<file path="config.mk">
export PLATFORM = sky130hd
export DESIGN_NAME = weighted_graph_adjacency_store_top
export DESIGN_NICKNAME = d
export VERILOG_FILES = /design/src/hw/rtl/wgas_pkg.sv /design/src/hw/rtl/weighted_graph_adjacency_store_top.sv /design/src/hw/rtl/wgas_ram.sv
export SDC_FILE = /design/constraint.sdc
export NUM_CORES = 1
export LEC_CHECK = 0
export BUFFER_PORTS_ARGS = -buffer_cell sky130_fd_sc_hd__buf_2
export CAP_MARGIN = 20
export CORE_ASPECT_RATIO = 0.9
export CORE_MARGIN = 4
export CORE_UTILIZATION = 55
export DETAILED_ROUTE_END_ITERATION = 8
export GPL_TIMING_DRIVEN = 0
export PLACE_DENSITY = 0.83
export SLEW_MARGIN = 20
export SYNTH_ARGS = -nofsm -noshare
export SYNTH_HDL_FRONTEND = slang
export SYNTH_HIERARCHICAL = 1
export SYNTH_SLANG_ARGS = --single-unit
</file>
<file path="constraint.sdc">
create_clock -name clk -period 3.2 [get_ports clk]
set_input_delay 0.48 -clock clk [delete_from_list [all_inputs] [get_ports clk]]
set_output_delay 0.48 -clock clk [all_outputs]
set_load 0.05 [all_outputs]
</file>
<file path="src/hw/rtl/wgas_pkg.sv">
// Shared constants, codes and the power-on graph for the weighted graph store.
package wgas_pkg;

  localparam int VERTICES_DEF = 6;

  localparam logic CMD_QUERY = 1'b0;
  localparam logic CMD_SET   = 1'b1;

  localparam logic [1:0] ST_NBR   = 2'd0;
  localparam logic [1:0] ST_ERR   = 2'd1;
  localparam logic [1:0] ST_EMPTY = 2'd2;

  // Weight of the power-on graph between vertices a and b; zero means no edge.
  function automatic logic [15:0] init_weight(logic [3:0] a, logic [3:0] b);
    logic [7:0] key;
    logic [15:0] w;
    key = (a < b) ? {a, b} : {b, a};
    case (key) inside
      8'h12, 8'h13, 8'h14, 8'h23: w = 16'd1;
      8'h16:                      w = 16'd2;
      8'h35, 8'h55:               w = 16'd4;
      8'h56:                      w = 16'd3;
      default:                    w = 16'd0;
    endcase
    return w;
  endfunction

endpackage

</file>
<file path="src/hw/rtl/weighted_graph_adjacency_store_top.sv">
// Top level of the weighted undirected graph store with its scan sequencer.
//
// The block keeps a weighted undirected graph over vertices 1..VERTICES as a
// weight matrix in a RAM; a zero weight means no edge. A command word enters
// on the input channel (in_valid / in_stall) and is taken only while the
// block is idle. A set command writes both matrix cells, one per write state,
// and gives no result word. A query reads the chosen row through the single
// RAM read port, one cell per cycle while the receiver does not stall, and
// gives one result word per neighbour in ascending vertex order, the last one
// marked; a vertex with no neighbours gives one word with the empty status.
// An invalid vertex gives a single error word from the final step through
// the output register and leaves the graph unchanged. Result words leave
// through a one-word output register (out_valid / out_stall); while the
// receiver stalls, the row scan waits and nothing is lost. Reset restores
// the power-on graph at once: each cell has a written flag, and a cell never
// written since reset reads as its power-on weight.
module weighted_graph_adjacency_store_top
  import wgas_pkg::*;
#(
  parameter int VERTICES = VERTICES_DEF
) (
  input  logic               clk,
  input  logic               rst,
  input  logic               in_valid,
  output logic               in_stall,
  input  logic               command,
  input  logic [3:0]         vertex_a,
  input  logic [3:0]         vertex_b,
  input  logic signed [15:0] new_weight,
  output logic               out_valid,
  input  logic               out_stall,
  output logic [1:0]         status,
  output logic [3:0]         neighbour,
  output logic signed [15:0] weight_out,
  output logic               last_result
);

  localparam int CELLS = VERTICES * VERTICES;
  localparam int AW    = $clog2(CELLS);
  localparam int CW    = $clog2(VERTICES + 2);
  localparam logic [3:0]    VMAX = 4'(VERTICES);
  localparam logic [CW-1:0] CMAX = CW'(VERTICES);

  typedef enum logic [2:0] {S_IDLE, S_WR1, S_WR2, S_SCAN, S_FIN} state_t;

  state_t          state;
  logic [CELLS-1:0] written;
  logic [AW-1:0]   wa1, wa2, raddr;
  logic [15:0]     wdat;
  logic [3:0]      row;
  logic [CW-1:0]   icol;
  logic            rpend, rwr;
  logic [3:0]      rcol;
  logic            pend_v;
  logic [3:0]      pend_col;
  logic [15:0]     pend_w;
  logic            err;

  logic            accept, va_ok, vb_ok;
  logic [AW-1:0]   base_a, base_b;
  logic [15:0]     rdata, rw;
  logic            hit, push_mid, advance, issue, scan_done, can_push;
  logic            load_out;
  logic            ram_we;
  logic [AW-1:0]   ram_waddr;

  assign in_stall = rst || (state != S_IDLE);
  assign accept   = in_valid && !in_stall;
  assign can_push = !out_valid || !out_stall;

  assign va_ok  = (vertex_a != 4'd0) && (vertex_a <= VMAX);
  assign vb_ok  = (vertex_b != 4'd0) && (vertex_b <= VMAX);
  assign base_a = AW'((32'(vertex_a) - 32'd1) * 32'(VERTICES));
  assign base_b = AW'((32'(vertex_b) - 32'd1) * 32'(VERTICES));

  // A cell never written since reset holds its power-on weight.
  assign rw       = rwr ? rdata : init_weight(row, rcol);
  assign hit      = rw != 16'd0;
  assign push_mid = rpend && hit && pend_v;
  assign advance  = rpend && (!push_mid || can_push);
  assign issue    = (state == S_SCAN) && (icol <= CMAX) && (!rpend || advance);
  assign scan_done = (state == S_SCAN) && (icol > CMAX) && (!rpend || advance);

  // The output register takes a new word from the scan or from the final step.
  assign load_out = ((state == S_SCAN) && push_mid && advance) ||
                    ((state == S_FIN) && can_push);

  assign ram_we    = (state == S_WR1) || (state == S_WR2);
  assign ram_waddr = (state == S_WR1) ? wa1 : wa2;

  wgas_ram #(
    .WIDTH(16),
    .DEPTH(CELLS)
  ) u_ram (
    .clk  (clk),
    .we   (ram_we),
    .waddr(ram_waddr),
    .wdata(wdat),
    .re   (issue),
    .raddr(raddr),
    .rdata(rdata)
  );

  always_ff @(posedge clk) begin
    if (rst) begin
      state     <= S_IDLE;
      written   <= '0;
      rpend     <= 1'b0;
      pend_v    <= 1'b0;
      err       <= 1'b0;
      out_valid <= 1'b0;
    end else begin
      if (load_out) begin
        out_valid <= 1'b1;
      end else if (!out_stall) begin
        out_valid <= 1'b0;
      end
      unique case (state)
        S_IDLE: begin
          if (accept) begin
            row    <= vertex_a;
            raddr  <= base_a;
            icol   <= CW'(1);
            rpend  <= 1'b0;
            pend_v <= 1'b0;
            wa1    <= base_a + AW'(vertex_b - 4'd1);
            wa2    <= base_b + AW'(vertex_a - 4'd1);
            wdat   <= new_weight;
            if (command == CMD_SET) begin
              err   <= !(va_ok && vb_ok);
              state <= (va_ok && vb_ok) ? S_WR1 : S_FIN;
            end else begin
              err   <= !va_ok;
              state <= va_ok ? S_SCAN : S_FIN;
            end
          end
        end
        S_WR1: begin
          written[wa1] <= 1'b1;
          state        <= S_WR2;
        end
        S_WR2: begin
          written[wa2] <= 1'b1;
          state        <= S_IDLE;
        end
        S_SCAN: begin
          if (advance && hit) begin
            // The held neighbour is not the last one, so it leaves now.
            if (pend_v) begin
              status      <= ST_NBR;
              neighbour   <= pend_col;
              weight_out  <= $signed(pend_w);
              last_result <= 1'b0;
            end
            pend_v   <= 1'b1;
            pend_col <= rcol;
            pend_w   <= rw;
          end
          if (!rpend || advance) begin
            rpend <= issue;
          end
          if (issue) begin
            raddr <= raddr + AW'(1);
            icol  <= icol + CW'(1);
            rcol  <= 4'(icol);
            rwr   <= written[raddr];
          end
          if (scan_done) begin
            state <= S_FIN;
          end
        end
        S_FIN: begin
          if (can_push) begin
            last_result <= 1'b1;
            if (err) begin
              status     <= ST_ERR;
              neighbour  <= 4'd0;
              weight_out <= 16'sd0;
            end else if (pend_v) begin
              status     <= ST_NBR;
              neighbour  <= pend_col;
              weight_out <= $signed(pend_w);
            end else begin
              status     <= ST_EMPTY;
              neighbour  <= 4'd0;
              weight_out <= 16'sd0;
            end
            state <= S_IDLE;
          end
        end
        default: state <= S_IDLE;
      endcase
    end
  end

  // A result word is never loaded over one the receiver still holds off.
  a_no_overwrite: assert property (@(posedge clk) disable iff (rst)
    (push_mid && advance) |-> can_push)
    else $error("result word overwritten while stalled");

  // Read data is only outstanding while a row scan runs.
  a_read_in_scan: assert property (@(posedge clk) disable iff (rst)
    rpend |-> (state == S_SCAN))
    else $error("read outstanding outside a row scan");

  // A held neighbour is always a legal vertex number.
  a_pend_vertex: assert property (@(posedge clk) disable iff (rst)
    pend_v |-> ((pend_col != 4'd0) && (pend_col <= VMAX)))
    else $error("held neighbour out of range");

  // Matrix writes stay inside the matrix.
  a_write_range: assert property (@(posedge clk) disable iff (rst)
    ram_we |-> (32'(ram_waddr) < CELLS))
    else $error("matrix write address out of range");

endmodule

</file>
<file path="src/hw/rtl/wgas_ram.sv">
// Generic single-write, single-read RAM with a registered read port.
module wgas_ram #(
  parameter int WIDTH = 16,
  parameter int DEPTH = 36
) (
  input  logic                     clk,
  input  logic                     we,
  input  logic [$clog2(DEPTH)-1:0] waddr,
  input  logic [WIDTH-1:0]         wdata,
  input  logic                     re,
  input  logic [$clog2(DEPTH)-1:0] raddr,
  output logic [WIDTH-1:0]         rdata
);

  logic [WIDTH-1:0] mem [DEPTH];

  always_ff @(posedge clk) begin
    if (we) begin
      mem[waddr] <= wdata;
    end
    if (re) begin
      rdata <= mem[raddr];
    end
  end

endmodule
</file>
==> flow_summary.json, run 1 <==
{
  "final_cell_area_um2": 34200,
  "multiInputGateArea_um2": 8039,
  "track_usage_pct": 24.16,
  "finalSetupViolations": 2,
  "drt_pre_antenna_iters": 6,
  "drt_iter0_markers": 2699,
  "layout.area.seq_um2": 21220,
  "cp-start-kind": "flop",
  "tritoncts": "built",
  "tightest_slew_ns": 0.8920,
  "finalMaxSlewViolations": 0,
  "finalNetCount": 2020,
  "vias_per_cell": 6.414,
  "synth_top_area_cell": "edfxtp_1",
  "die_y_um": 228.2,
  "yosysSeqAreaShare_pct": 71.61,
  "arrival_ns": 3.53,
  "syn_inst": 1781,
  "die_x_um": 252.7,
  "drc_errors": 0,
  "grt_pass1_wl_mm": 105.1,
  "ys_types": 67,
  "synth_async_sr_flop_share_pct": 0,
  "fill_cells": 3424,
  "post-dp-hpwl_mm": 46.89,
  "syn_area_um2": 29630,
  "routedWlPerCell_um": 26.57,
  "grt_max_degree": 37,
  "max-cap-violations": 0,
  "cts.sinks": 721,
  "wl_mm": 72.10,
  "slew_headroom_pct": 40.53,
  "dr_total_vias": 17410,
  "numCtsBuffers": 70,
  "fin_crit_sh_pct": 101.1,
  "core_area_um2": 53150,
  "dieArea_um2": 57660,
  "finalWeightedCongestion": 0.9470,
  "path_cells": "buf_6 -> nor2_2 -> clkbuf_1 -> a221oi_2 -> o22ai_1 -> o41ai_2",
  "drtAntennaViolNets": 0,
  "period_minus_slack_ns": 3.235,
  "rows": 80,
  "worstSkewPairLatency_ns": 0.61,
  "yosys_warnings": 6,
  "ys_ff_latch": 721,
  "grt_antenna_before_repair": 0,
  "hp-class": "primary input to flop",
  "ys_top_cells_by_area": "edfxtp_1 (69%), mux2i_1 (8.7%), dfxtp_1 (2.9%)",
  "whs_ns": 0.04673,
  "hold_viol": 0,
  "mostFrequentLayoutCell": "edfxtp_1",
  "p_leak_nw": 11.68,
  "placed_cells": 2571,
  "end_kind": "flop",
  "setup_slack_ns": -0.03458,
  "peakVddDrop_uv": 489.3,
  "crit_path_top_delay_cell": "clkbuf_1",
  "syn_area_per_cell_um2": 16.64,
  "port_buffers": 51,
  "boundaryPins": 54,
  "antennaDiodeCount": 0,
  "crit_type": "flop to flop",
  "synth.top_cell.area_share_pct": 68.71,
  "first_global_vias": 17150,
  "grt_overflow": 0,
  "fmax_mhz": 309.2,
  "p_per_area_nw_per_um2": 588.3,
  "cts.reportedPaths.clkPinSlew_ns": 0.06,
  "synth_edf_count": 678,
  "violations": "setup timing",
  "ctsLongestPathBuffers": 3,
  "drive_above_1_share_pct": 20.58,
  "cpPeakStageDelay_ns": 0.73,
  "area_delta_synth_final_pct": 15.42,
  "clock_skew_ns": 0.02287,
  "initial_core_util_pct": 55.75,
  "status": "finished with violations",
  "final_util_pct": 64.35,
  "synth_ff_type": "edfxtp_1",
  "htreeDepth": 3,
  "power_mw": 20.12,
  "clock_tree.root_cell": "clkbuf_16",
  "instances_no_fill": 2714,
  "postSynthNetCount": 1835,
  "path_max_fanout": 10,
  "cp_data_required_time_ns": 3.50,
  "final_cell_mix": "edfxtp_1 (678), mux2i_1 (259), a21oi_1 (85)",
  "rsz0062_at_grt": "yes",
  "placed_cell_area_um2": 31420
}
## cells by family (layout without fill, tap and decap cells)
family	count (synthesis)	after routing	synth area share, %
flip-flops	721	721	71.61
AO/OA/AOI/OAI	326	327	8.698
multiplexers	292	292	11.03
AND/OR/NAND/NOR	272	272	4.480
buffers and inverters	120	355	2.301
adder cells (fa/ha/maj)	25	25	1.157
XOR/XNOR	24	24	0.7094
other	1	1	0.01266
## critical path, delay by kind of cell, from the launching register on
family,cells,cell delay [ns]
and+or+nand+nor,1,0.50
DFF,1,0.46
AOI/OAI and AO/OA,3,1.03
buffers and inverters,2,0.92
## where the power goes
group / internal, mW / switching [mW]
combinational: 0.521 / 0.943
clock: 4.73 / 3.40
sequential: 10.4 / 0.130
## per-layer routing
metal | part of all wire (%) | vias to the layer above | GRT usage (%)
met5 | 0 | - | 0
met4 | 3.7 | 0 | 8.666
li1 | - | 7417 | -
met3 | 10 | 198 | 4.419
met2 | 48 | 1099 | 39.25
met1 | 37 | 8694 | 33.12
## through the flow
| stage | setup TNS [ns] | setup slack [ns] |
|---|---|---|
| 2_1_floorplan | 0 | 0.1614 |
| 3_3_place_gp | -368.10 | -0.8194 |
| 3_5_place_dp | -70.81 | -0.3712 |
| 4_1_cts | -4.102 | -0.1190 |
| 5_1_grt | -11.50 | -0.1505 |
| 6_report | -0.06215 | -0.03458 |
## synthesized netlist by cell type (all sizes together), types with 2 or more instances
master,n
nor4,4
a22oi,64
edfxtp,678
and2b,2
buf,56
nor2,102
nor3b,5
nor3,6
a21oi,87
o211ai,2
o41ai,17
inv,26
a221oi,32
nand2,55
nand4,3
a22o,33
ha,21
mux2i,259
nand3b,4
xnor2,14
a21o,9
clkbuf,38
mux2,6
o21ai,15
a31oi,4
or4,2
fa,4
or2,4
or3b,6
nor2b,17
nand3,16
xor2,10
or3,3
nand2b,4
o22ai,53
o31ai,2
mux4,27
and2,36
dfxtp,43
## sequential cells by signal, summed over array words and instances, names as in the netlist
signal	cells
err	1
icol	3
last_result	1
neighbour	3
out_valid	1
pend_col	3
pend_v	1
pend_w	16
raddr	6
rcol	3
row	4
rpend	1
rwr	1
state	3
status	2
u_ram/mem	576
u_ram/rdata	16
wa1	6
wa2	6
wdat	16
weight_out	16
written	36
## final timing paths
path,start,to,slack [ns],cells after the start
worst min-delay path,new_weight[1],wdat[1],0.05,1
worst min register to register,written[2],written[2],0.46,2
worst max register to register,raddr[1],u_ram/rdata[8],-0.03,6
worst max-delay path,raddr[1],u_ram/rdata[8],-0.03,6
## what timing repair did
action | CTS | global route
buffers inserted | 1 | 15
hold buffers | 0 | 0
pin swaps | 3 | 13
setup endpoints to repair | 494 | 493
resized for setup | 16 | 25
gates cloned | 0 | 1
## layout make-up
cell class | instances | share of cell area (%)
Sequential cell | 721 | 62.05
Multi-Input combinational cell | 941 | 23.50
Clock buffer | 87 | 5.586
Timing Repair Buffer | 114 | 3.311
Tap cell | 697 | 2.550
Buffer | 92 | 1.690
Clock inverter | 36 | 1.017
Inverter | 26 | 0.2963
Note: power is estimated with default switching activity, not from simulation.
==> run 2: changes to the inputs <==
--- a/config.mk
+++ b/config.mk
@@ -5,9 +5,9 @@
 export SDC_FILE = /design/constraint.sdc
 export NUM_CORES = 1
 export LEC_CHECK = 0
-export BUFFER_PORTS_ARGS = -buffer_cell sky130_fd_sc_hd__buf_2
+export BUFFER_PORTS_ARGS = -buffer_cell sky130_fd_sc_hd__buf_4
 export CAP_MARGIN = 20
-export CORE_ASPECT_RATIO = 0.9
+export CORE_ASPECT_RATIO = 1.75
 export CORE_MARGIN = 4
 export CORE_UTILIZATION = 55
 export DETAILED_ROUTE_END_ITERATION = 8
==> flow_summary.json, run 2 (synthesis gave the netlist of run 1 again) <==
{
  "status": "finished with violations",
  "violations": "setup timing",
  "tritoncts": "built",
  "largest_register": "u_ram/mem",
  "cp_data_required_time_ns": 3.51,
  "sw_frac_of_total_pct": 22.45,
  "die_y_um": 315.1,
  "clock_skew_ns": 0.02140,
  "grt_antenna_before_repair": 0,
  "vias_per_cell": 6.419,
  "area_delta_synth_final_pct": 13.75,
  "rows": 112,
  "p_seq_share_pct": 55.5,
  "fill_cells": 3472,
  "core_area_um2": 53390,
  "final_util_pct": 63.13,
  "hold_viol": 0,
  "antennaDiodeCount": 0,
  "path_max_fanout": 10,
  "cts.reportedPaths.clkPinSlew_ns": 0.07,
  "finalNetCount": 1996,
  "p_comb_share_pct": 8.0,
  "period_minus_slack_ns": 3.235,
  "crit_type": "flop to flop",
  "drc_errors": 0,
  "post-dp-hpwl_mm": 52.51,
  "drtAntennaViolNets": 0,
  "clock_tree.root_cell": "clkbuf_16",
  "dieArea_um2": 57800,
  "fin_crit_sh_pct": 101.1,
  "ctsLongestPathBuffers": 3,
  "peakVddDrop_uv": 557.9,
  "end_kind": "flop",
  "clockPowerShare_pct": 36.5,
  "layout.area.seq_um2": 21220,
  "fmax_mhz": 309.1,
  "multiInputGateArea_um2": 7980,
  "cpPeakStageDelay_ns": 0.64,
  "routedWlPerCell_um": 28.15,
  "largest_reg_flops": 576,
  "finalMaxSlewViolations": 0,
  "p_per_area_nw_per_um2": 561.9,
  "path_cells": "clkbuf_1 -> nor2_1 -> and2_2 -> mux2_2 -> nor2b_1 -> nand3_1 -> nor2_2 -> buf_6",
  "rsz0062_at_grt": "yes",
  "p_leak_nw": 11.45,
  "hp-class": "primary input to flop",
  "numCtsBuffers": 56,
  "p_int_mw": 14.69,
  "drt_pre_antenna_iters": 7,
  "mostFrequentLayoutCell": "edfxtp_1",
  "arrival_ns": 3.54,
  "setup_slack_ns": -0.03514,
  "max-cap-violations": 0,
  "cts.sinks": 721,
  "boundaryPins": 54,
  "postCtsHoldBufs": 0,
  "grt_pass1_wl_mm": 109.7,
  "initial_core_util_pct": 55.50,
  "first_global_vias": 17470,
  "crit_path_top_delay_cell": "nor2_2",
  "grt_overflow": 0,
  "wl_mm": 75.12,
  "reg.largest.list": "u_ram/mem x576, written x36",
  "die_x_um": 183.5,
  "worstSkewPairLatency_ns": 0.61,
  "final_cell_mix": "edfxtp_1 (678), mux2i_1 (259), a21oi_1 (82)",
  "cp-start-kind": "flop",
  "grt_max_degree": 37,
  "htreeDepth": 2,
  "finalSetupViolations": 32,
  "drive_above_1_share_pct": 19.35,
  "finalWeightedCongestion": 0.9684,
  "track_usage_pct": 25.71,
  "post-place-ws_ns": -0.5034,
  "drt_iter0_markers": 1792,
  "switchingPower_mw": 4.251,
  "port_buffers": 51,
  "tightest_slew_ns": 1.168,
  "dr_total_vias": 17130,
  "slew_headroom_pct": 22.11
}
[run 2: cell types whose count changed in the layout (fill, tap and decap cells not counted), sizes merged]
| cell | change |
|---|---|
| clkinv | +5 |
| clkbuf | -24 |
| bufinv | +1 |
| clkinvlp | -2 |
| inv | -2 |
| buf | -10 |
[run 2: final timing paths]
check	slack [ns]	cells past startpoint	startpoint	end
worst max-delay path	-0.04	8	state[2]	u_ram/mem[27][10]
worst min-delay path	0.05	1	new_weight[12]	wdat[12]
worst max register to register	-0.04	8	state[2]	u_ram/mem[27][10]
worst min register to register	0.47	2	written[14]	written[14]
[run 2: worst max-delay path, delay by kind of cell, from the launching register on]
family / cells / cell delay [ns]
and+or+nand+nor: 5 / 1.65
DFF: 1 / 0.34
muxes: 1 / 0.35
buffers and inverters: 2 / 0.58
[run 2: area by class of cell]
type                            count  area share [%]
Inverter                           26          0.3007
Multi-Input combinational cell    941           23.68
Clock inverter                     38           1.084
Clock buffer                       63           4.235
Timing Repair Buffer              104           3.489
Tap cell                          684           2.539
Buffer                             92           1.719
Sequential cell                   721           62.96
[run 2: routing by layer]
metal	part of all wire, %	vias to the layer above	track usage [%]
met5	0	-	0
met3	6.5	284	3.244
met2	52	906	44.74
met1	33	8600	28.73
li1	-	7343	-
met4	8.7	0	18.81
[run 2: what timing repair did]
| action | 4_1_cts | 5_1_grt |
|---|---|---|
| gates cloned | 0 | 1 |
| buffers inserted | 1 | 3 |
| pin swaps | 2 | 5 |
| endpoints found under the setup margin | 563 | 253 |
| resized for setup | 22 | 11 |
[run 2: power groups by stage]
stage | combinational, mW | clock, mW | sequential, mW
final | 1.51 | 6.92 | 10.5
after global routing | 1.58 | 7.36 | 10.5
after CTS | 1.47 | 6.96 | 10.5
after detailed placement | 1.44 | 0 | 10.7
after global placement | 1.27 | 0 | 10.8
after floorplan | 0.870 | 0 | 10.7
[run 2: metrics by stage]
step / total power [mW] / cells / area [um^2] / hold slack (ns) / TNS [ns]
floorplan: 11.57 / 1781 / 29640 / 0.4315 / 0
global placement: 12.06 / 2516 / 30880 / 0.4435 / -427.98
detailed placement: 12.16 / 2564 / 31690 / 0.4509 / -129.21
CTS: 18.95 / 2665 / 33600 / 0.02792 / 0
global route: 19.46 / 2669 / 33710 / 0.04087 / -4.053
finish: 18.94 / 2669 / 33710 / 0.05159 / -0.5313
==> run 3: changes to the inputs <==
==> constraint.sdc (replaced) <==
create_clock -name clk -period 3.2 [get_ports clk]
set_input_delay 0.32 -clock clk [delete_from_list [all_inputs] [get_ports clk]]
set_output_delay 0.32 -clock clk [all_outputs]
set_load 0.05 [all_outputs]
==> flow_summary.json, run 3 (synthesis gave the netlist of run 1 again) <==
{
  "dieArea_um2": 57800,
  "die_y_um": 315.1,
  "cp_data_required_time_ns": 3.50,
  "track_usage_pct": 25.89,
  "routedWlPerCell_um": 28.08,
  "grt_pass1_wl_mm": 110.5,
  "first_global_vias": 17600,
  "drt_pre_antenna_iters": 5,
  "grt_overflow": 0,
  "fin_tns_setup_ns": -0.04765,
  "clock_skew_ns": 0.02046,
  "p_leak_nw": 11.53,
  "violations": "setup timing",
  "worstSkewPairLatency_ns": 0.61,
  "ctsLongestPathBuffers": 3,
  "initial_core_util_pct": 55.50,
  "finalNetCount": 2016,
  "port_buffers": 51,
  "finalSetupViolations": 7,
  "largest_reg_flops": 576,
  "final_cell_mix": "edfxtp_1 (678), mux2i_1 (259), a21oi_1 (82)",
  "crit_type": "flop to flop",
  "htreeDepth": 2,
  "fin_crit_sh_pct": 100.3,
  "end_kind": "flop",
  "multiInputGateArea_um2": 7994,
  "rows": 112,
  "drtAntennaViolNets": 0,
  "p_per_area_nw_per_um2": 558.8,
  "tritoncts": "built",
  "clock_tree.root_cell": "clkbuf_16",
  "rsz0062_at_grt": "yes",
  "layout.area.seq_um2": 21220,
  "core_area_um2": 53390,
  "cp-start-kind": "flop",
  "post-dp-hpwl_mm": 52.51,
  "wl_mm": 75.50,
  "drt_iter0_markers": 1634,
  "mostFrequentLayoutCell": "edfxtp_1",
  "path_max_fanout": 14,
  "grt_antenna_before_repair": 0,
  "setup_slack_ns": -0.01022,
  "cts.sinks": 721,
  "drc_errors": 0,
  "finalWeightedCongestion": 0.9684,
  "tightest_slew_ns": 1.177,
  "finalMaxSlewViolations": 0,
  "peakVddDrop_uv": 561.4,
  "hp-class": "primary input to flop",
  "max-cap-violations": 0,
  "drive_above_1_share_pct": 19.25,
  "fmax_mhz": 311.5,
  "boundaryPins": 54,
  "die_x_um": 183.5,
  "dr_total_vias": 17160,
  "arrival_ns": 3.51,
  "period_minus_slack_ns": 3.210,
  "reg.largest.list": "u_ram/mem x576, written x36",
  "post-place-ws_ns": -0.5034,
  "vias_per_cell": 6.383,
  "fill_cells": 3432,
  "largest_register": "u_ram/mem",
  "whs_ns": 0.06744,
  "antennaDiodeCount": 0,
  "hold_viol": 0,
  "cts.reportedPaths.clkPinSlew_ns": 0.07,
  "area_delta_synth_final_pct": 14.47,
  "slew_headroom_pct": 21.51,
  "grt_max_degree": 37,
  "status": "finished with violations",
  "numCtsBuffers": 56
}
==> run 3: what timing repair did <==
action | CTS | global route
hold endpoints to repair | 20 | 0
setup buffers | 1 | 3
hold buffers | 20 | 0
gates resized for setup | 22 | 13
pin swaps | 2 | 5
gates cloned | 0 | 1
endpoints found under the setup margin | 563 | 246
==> run 3: area by class of cell <==
class                           instances  area share [%]
Inverter                               26          0.2988
Multi-Input combinational cell        941           23.57
Timing Repair Buffer                  124           4.058
Buffer                                 92           1.708
Clock buffer                           63           4.209
Tap cell                              684           2.523
Sequential cell                       721           62.56
Clock inverter                         38           1.077
==> run 3: per-stage QoR <==
step           utilization, %  total power [mW]  instance area [um^2]  std cells
2_1_floorplan               -             11.57                 29640       1781
3_3_place_gp            57.84             12.06                 30880       2516
3_5_place_dp            59.35             12.16                 31690       2564
4_1_cts                 63.30             18.97                 33800       2685
5_1_grt                 63.53             19.48                 33920       2689
6_report                63.53             18.95                 33920       2689
==> run 3: power breakdown <==
| group | switching [mW] | internal [mW] |
|---|---|---|
| combinational | 0.975 | 0.551 |
| sequential | 0.127 | 10.4 |
| clock | 3.15 | 3.77 |
==> run 3: final timing paths <==
kind,startpoint,slack (ns),end,depth (start not counted)
setup / recovery,state[1],-0.01,u_ram/mem[22][15],8
hold / removal,out_stall,0.07,out_valid,3
setup reg to reg,state[1],-0.01,u_ram/mem[22][15],8
hold reg to reg,written[14],0.47,written[14],2
==> run 3: per-layer routing <==
metal | vias to the layer above | GRT usage [%] | part of all wire [%]
met2 | 920 | 44.99 | 52
met1 | 8579 | 28.93 | 33
met4 | 0 | 19.06 | 8.6
met5 | - | 0 | 0
met3 | 273 | 3.278 | 6.7
li1 | 7391 | - | -
==> run 3: worst max-delay path, cell delays in order (launching register included) <==
cell and delay, ns:
dfxtp_1 0.31, buf_2 0.16, xnor2_1 0.14, nor2_2 0.48, clkbuf_2 0.42, nor2b_1 0.30, nand3_1 0.39, nor2_2 0.48
buf_8 0.22
